## src/rtl/trilinear_voxel_interpolator_core_defines.svh

```systemverilog
// Assertion macros used by the trilinear voxel interpolator core.
`ifndef TRILINEAR_VOXEL_INTERPOLATOR_CORE_DEFINES_SVH
`define TRILINEAR_VOXEL_INTERPOLATOR_CORE_DEFINES_SVH

// Same-cycle implication, checked on every rising edge outside reset.
`define TVI_ASSERT_NOW(label, ante, cons, msg) \
    label: assert property (@(posedge clk) disable iff (!rst_n) (ante) |-> (cons)) \
        else $error(msg);

// Next-cycle implication, checked on every rising edge outside reset.
`define TVI_ASSERT_NEXT(label, ante, cons, msg) \
    label: assert property (@(posedge clk) disable iff (!rst_n) (ante) |=> (cons)) \
        else $error(msg);

`endif

```

## src/rtl/tvi_pkg.sv

```systemverilog
// Types, constants, helper functions and the microcode program of the interpolator.
package tvi_pkg;

    localparam int VOLUME_WORDS = 65536;
    localparam int ADDR_BITS    = 16;
    localparam int VALUE_BITS   = 16;
    localparam int COORD_BITS   = 16;
    localparam int FRAC_BITS    = 8;
    localparam int IDX_BITS     = COORD_BITS - FRAC_BITS;
    localparam int DIM_BITS     = 9;
    localparam int W_BITS       = FRAC_BITS + 1;
    localparam int WXY_BITS     = 2 * FRAC_BITS + 1;
    localparam int WEIGHT_BITS  = 3 * FRAC_BITS + 1;
    localparam int ACC_BITS     = 3 * FRAC_BITS + VALUE_BITS;
    localparam int STEP_BITS    = 4;
    localparam int CORNER_BITS  = 3;
    localparam int CFG_IDX_BITS = 2;

    localparam logic [W_BITS-1:0]   ONE_FIX = W_BITS'(1) << FRAC_BITS;
    localparam logic [DIM_BITS-1:0] MAX_DIM = DIM_BITS'(256);

    typedef enum logic {
        KIND_LOAD  = 1'b0,
        KIND_QUERY = 1'b1
    } kind_t;

    typedef enum logic [CFG_IDX_BITS-1:0] {
        CFG_SIZE_X = 2'd0,
        CFG_SIZE_Y = 2'd1,
        CFG_SIZE_Z = 2'd2
    } cfg_idx_t;

    // Datapath operations selected by the microcode.
    typedef enum logic [2:0] {
        OP_WAIT,
        OP_CHECK,
        OP_BASE,
        OP_SXY,
        OP_ISSUE,
        OP_NOP,
        OP_EMIT
    } op_t;

    // Jump conditions of the step counter.
    typedef enum logic [1:0] {
        JC_NEXT,
        JC_WAIT_QUERY,
        JC_IF_OOR,
        JC_HOLD_BUSY
    } jc_t;

    typedef struct packed {
        op_t                    op;
        logic [CORNER_BITS-1:0] corner;
        jc_t                    jc;
        logic [STEP_BITS-1:0]   target;
    } ctrl_t;

    typedef struct packed {
        logic go;
        logic oor;
        logic busy;
    } cond_t;

    typedef struct packed {
        logic [VALUE_BITS-1:0] value;
        logic                  oor;
    } result_t;

    localparam logic [STEP_BITS-1:0] STEP_WAIT       = 4'd0;
    localparam logic [STEP_BITS-1:0] STEP_CHECK      = 4'd1;
    localparam logic [STEP_BITS-1:0] STEP_BASE       = 4'd2;
    localparam logic [STEP_BITS-1:0] STEP_SXY        = 4'd3;
    localparam logic [STEP_BITS-1:0] STEP_FIRST_ISSUE = 4'd4;
    localparam logic [STEP_BITS-1:0] STEP_LAST_ISSUE = 4'd11;
    localparam logic [STEP_BITS-1:0] STEP_EMIT       = 4'd15;

    // The control store: one word per step.
    function automatic ctrl_t ucode(input logic [STEP_BITS-1:0] step);
        ctrl_t w;
        w = '{op: OP_NOP, corner: '0, jc: JC_NEXT, target: STEP_WAIT};
        priority if (step == STEP_WAIT) begin
            w.op = OP_WAIT;
            w.jc = JC_WAIT_QUERY;
        end else if (step == STEP_CHECK) begin
            w.op     = OP_CHECK;
            w.jc     = JC_IF_OOR;
            w.target = STEP_EMIT;
        end else if (step == STEP_BASE) begin
            w.op = OP_BASE;
        end else if (step == STEP_SXY) begin
            w.op = OP_SXY;
        end else if (step >= STEP_FIRST_ISSUE && step <= STEP_LAST_ISSUE) begin
            w.op     = OP_ISSUE;
            w.corner = step[CORNER_BITS-1:0] - STEP_FIRST_ISSUE[CORNER_BITS-1:0];
        end else if (step == STEP_EMIT) begin
            w.op     = OP_EMIT;
            w.jc     = JC_HOLD_BUSY;
            w.target = STEP_WAIT;
        end else begin
            w.op = OP_NOP;
        end
        return w;
    endfunction

    function automatic logic [DIM_BITS-1:0] clamp_dim(input logic [DIM_BITS-1:0] s);
        return (s > MAX_DIM) ? MAX_DIM : s;
    endfunction

    // Lower neighbor always needed, upper one only for a nonzero fraction.
    function automatic logic axis_ok(input logic [IDX_BITS-1:0]  idx,
                                     input logic [FRAC_BITS-1:0] frac,
                                     input logic [DIM_BITS-1:0]  size);
        logic [DIM_BITS-1:0] lo;
        logic [DIM_BITS-1:0] hi;
        lo = {1'b0, idx};
        hi = lo + DIM_BITS'(1);
        return (lo < size) && ((frac == '0) || (hi < size));
    endfunction

endpackage

```

## src/rtl/tvi_sequencer.sv

```systemverilog
// Step counter and control store lookup that drive the interpolator datapath.
module tvi_sequencer
    import tvi_pkg::*;
(
    input  logic  clk,
    input  logic  rst_n,
    input  cond_t cond,
    output ctrl_t ctrl
);

    logic [STEP_BITS-1:0] step_reg;
    logic [STEP_BITS-1:0] step_next;

    assign ctrl = ucode(step_reg);

    always_comb begin
        unique case (ctrl.jc)
            JC_NEXT:       step_next = step_reg + STEP_BITS'(1);
            JC_WAIT_QUERY: step_next = cond.go ? step_reg + STEP_BITS'(1) : step_reg;
            JC_IF_OOR:     step_next = cond.oor ? ctrl.target : step_reg + STEP_BITS'(1);
            JC_HOLD_BUSY:  step_next = cond.busy ? step_reg : ctrl.target;
            default:       step_next = STEP_WAIT;
        endcase
    end

    always_ff @(posedge clk or negedge rst_n) begin
        if (!rst_n) begin
            step_reg <= STEP_WAIT;
        end else begin
            step_reg <= step_next;
        end
    end

endmodule

```

## config.mk

```make
export PLATFORM = sky130hd
export DESIGN_NAME = tvi_sequencer
export DESIGN_NICKNAME = d
export VERILOG_FILES = /design/src/rtl/trilinear_voxel_interpolator_core_defines.svh /design/src/rtl/tvi_pkg.sv /design/src/rtl/tvi_sequencer.sv
export SDC_FILE = /design/constraint.sdc
export NUM_CORES = 1
export LEC_CHECK = 0
export CORE_AREA = 5 5 42 44
export CTS_BUF_LIST = sky130_fd_sc_hd__clkbuf_2 sky130_fd_sc_hd__clkbuf_4 sky130_fd_sc_hd__clkbuf_8
export DETAILED_ROUTE_END_ITERATION = 10
export DIE_AREA = 0 0 47 49
export DONT_BUFFER_PORTS = 1
export SYNTH_ARGS = -nofsm -noshare
export SYNTH_HDL_FRONTEND = slang
export SYNTH_SLANG_ARGS = --single-unit
```

## constraint.sdc

```tcl
create_clock -name clk -period 1.8 [get_ports clk]
set_input_delay 0 -clock clk [delete_from_list [all_inputs] [get_ports clk]]
set_output_delay 0 -clock clk [all_outputs]
set_load 0.01 [all_outputs]
```

==> reports/qor.yml <==
setup_path:
  crit_start: "step_reg[1]"
  reg2reg_setup_slack_ps: 170
  worstSetupStartpointType: "flip-flop"
  crit_required_ps: 1800
  cp.arrival_ps: 1700
  crit_type: "flip-flop to primary output"
  r2r_cells: 5
  cpPeakStageDelay_ps: 410
  endpoint: "ctrl[6]"
  critical_path.cell_chain: "inv_1, ha_1, buf_4, o41ai_4, and3_1"
  r2r_start: "step_reg[2]"
  cp_max_fo: 7
  cpMaxStageDelayCell: "dfrtp_2"
  r2r_end: "step_reg[1]"
  crit_path_end_kind: "primary output"
pwr:
  p_leak_nw: 0.324
  power.clock.fraction_pct: 8.4
  power.density_nw_per_um2: 1990
  power_switching_w: 0.000607
  swShare_pct: 47.3
  p_int_w: 0.000675
  ir_drop_uv: 780
  power.share.sequential_pct: 15.7
  p_total_w: 0.00128
  combPwrFrac_pct: 75.9
sta:
  fin_crit_ps: 1700
  relSlewSlack_pct: 79.7
  setup_violations: 0
  fmax_ghz: 0.588
  worst_pin_slew_ps: 302
  drv_slew: 0
  fin_tns_setup_ps: 0
  hold_viol: 0
  post-route-period-util_pct: 94.4
  clock_skew_ps: 0.325
  hold-worst-slack_ps: 37.8
logic_synthesis:
  syn_area_um2: 536
  synth_flop_cell: "dfrtp_1"
  synth-async-reset-ratio_pct: 100
  ys_seq_elements: 4
  synth_edf_count: 0
  synth_area_leaders: "dfrtp_1 19%, ha_1 16%, buf_4 5.6%, buf_6 4.2%, and3_1 3.5%"
  avgSynthCellArea_um2: 8.93
  yosys-top-cells-count: "7 x ha_1, 5 x inv_1, 4 x buf_4, 4 x dfrtp_1"
  synth_top_area_share_pct: 18.7
  synth_warnings: 0
  yosysSeqAreaShare_pct: 18.7
  synth_top_area_cell: "dfrtp_1"
  postSynthCellCount: 60
  yosysMostFrequentCell: "ha_1"
  ys_types: 34
  synth_nets: 72
placed_design:
  gp_congestion: 0.825
  io_buffer_count: 0
  hpwl_um: 927
  dp_cells: 79
finish:
  layout-drive-gt1-share_pct: 31.9
  largest_reg_flops: 4
  syn_to_final_growth_pct: 20.3
  antenna_cells: 0
  final_util_pct: 46.0
  fill_cells: 147
  nNetsFinal: 83
  final_cells: 85
min_path:
  hp-class: "input port to asynchronous set/reset pin"
grt:
  grtUsageTotal_pct: 11.1
  antenna_found_initial: 0
  grt_max_degree: 11
  grt_pass1_wl_um: 1900
  grt_pass1_vias: 435
  overflow: 0
clocking:
  cts-buffers-inserted: 3
  cts_tree: "built"
  htreeDepth: 1
  clock_path_buffers: 2
  root_buffer: "clkbuf_4"
  clock-sinks: 4
  clk_latency_ps: 230
  clk_pin_slew_ps: 40
route:
  viasPerCell: 5.45
  drt-pass1-iter-count: 4
  drt_wl_total_um: 1200
  final_antenna_net_count: 0
  drtIter0Drc: 6
  drcViolationCount: 0
  wl_per_cell_um: 14.1
  dr_total_vias: 463
job:
  maxCapViolations: 0
die:
  rows: 14
  start_util_pct: 38.2
  dieHeight_um: 49
  die_width_um: 47
  die_area_um2: 2300
  core_area_um2: 1400
  io_pins: 17
status:
  outcome: "complete, no violations"
==> power by group through the flow <==
stage	Combinational (W)	Clock, W	Sequential [W]
after floorplan	0.000674	0	0.000195
after global placement	0.000900	0	0.000197
after detailed placement	0.000902	0	0.000198
after CTS	0.000921	0.000116	0.000197
after global routing	0.00107	0.000123	0.000212
final	0.000973	0.000107	0.000202
==> kinds of logic after synthesis <==
family          after synthesis  share of synthesized area (%)
mux                           2                           4.67
compound gates               17                           24.5
fa+ha+maj                     7                           16.4
flops                         4                           18.7
buf+inv                      12                           14.3
simple gates                 18                           21.5
==> area by class of cell <==
class | count | area, um2 | share of cell area [%]
multi-input combinational | 44 | 378 | 58.6
sequential | 4 | 103 | 15.9
timing repair buffer | 13 | 103 | 15.9
inverter | 5 | 18.8 | 2.91
clock buffer | 3 | 22.5 | 3.50
tap | 16 | 20.0 | 3.11
==> through the flow <==
step                setup slack [ps]  area [um2]
global route                   -9.94         644
CTS                             22.9         619
floorplan                       88.8         536
detailed placement               132         573
global placement                 129         573
finish                           100         644
==> repair_timing <==
action / in CTS / in global routing
gates resized for setup: 2 / 4
setup buffers: 0 / 1
setup endpoints to repair: 1 / 4
hold endpoints to repair: 5 / 0
pin swaps: 0 / 1
hold buffers: 2 / 0
==> layout by cell type, fill, tap and decap left out, types with 2 or more instances in the layout <==
master         netlist  routed
ha_1                 7       7
nand2_1              2       2
buf_4                4      11
a21oi_2              1       2
and3_1               3       3
dfrtp_2              0       2
nor2_1               2       2
inv_1                5       5
clkbuf_4             0       3
dlygate4sd3_1        0       2
o21ai_0              3       3
nor4_1               2       2
a21o_1               2       2
dfrtp_1              4       2
==> worst min-delay path by stage <==
stage / endpoint / from / slack (ps) / depth (start not counted)
detailed placement: step_reg[0] / rst_n / -300 / 0
global route: step_reg[1] / cond[0] / 30 / 2
global placement: step_reg[0] / rst_n / -300 / 0
finish: step_reg[3] / rst_n / 40 / 1
CTS: step_reg[1] / cond[0] / 30 / 2
floorplan: step_reg[0] / rst_n / -300 / 0
==> metal layers <==
layer	up-vias	routed length, um	track usage [%]
met5	-	0	0
met4	0	0	6.91
met3	0	70	1.85
met2	10	591	16.1
met1	218	538	14.6
li1	235	-	-
==> worst max-delay path, delay by kind of cell (launching register included) <==
kind                     cells  cell delay [ps]
AO/OA/AOI/OAI                1              380
adder cells (fa/ha/maj)      1              190
buffers and inverters        2              230
flip-flops                   1              410
AND/OR/NAND/NOR              1              260
No activity file was read; power rests on OpenSTA's default activity.
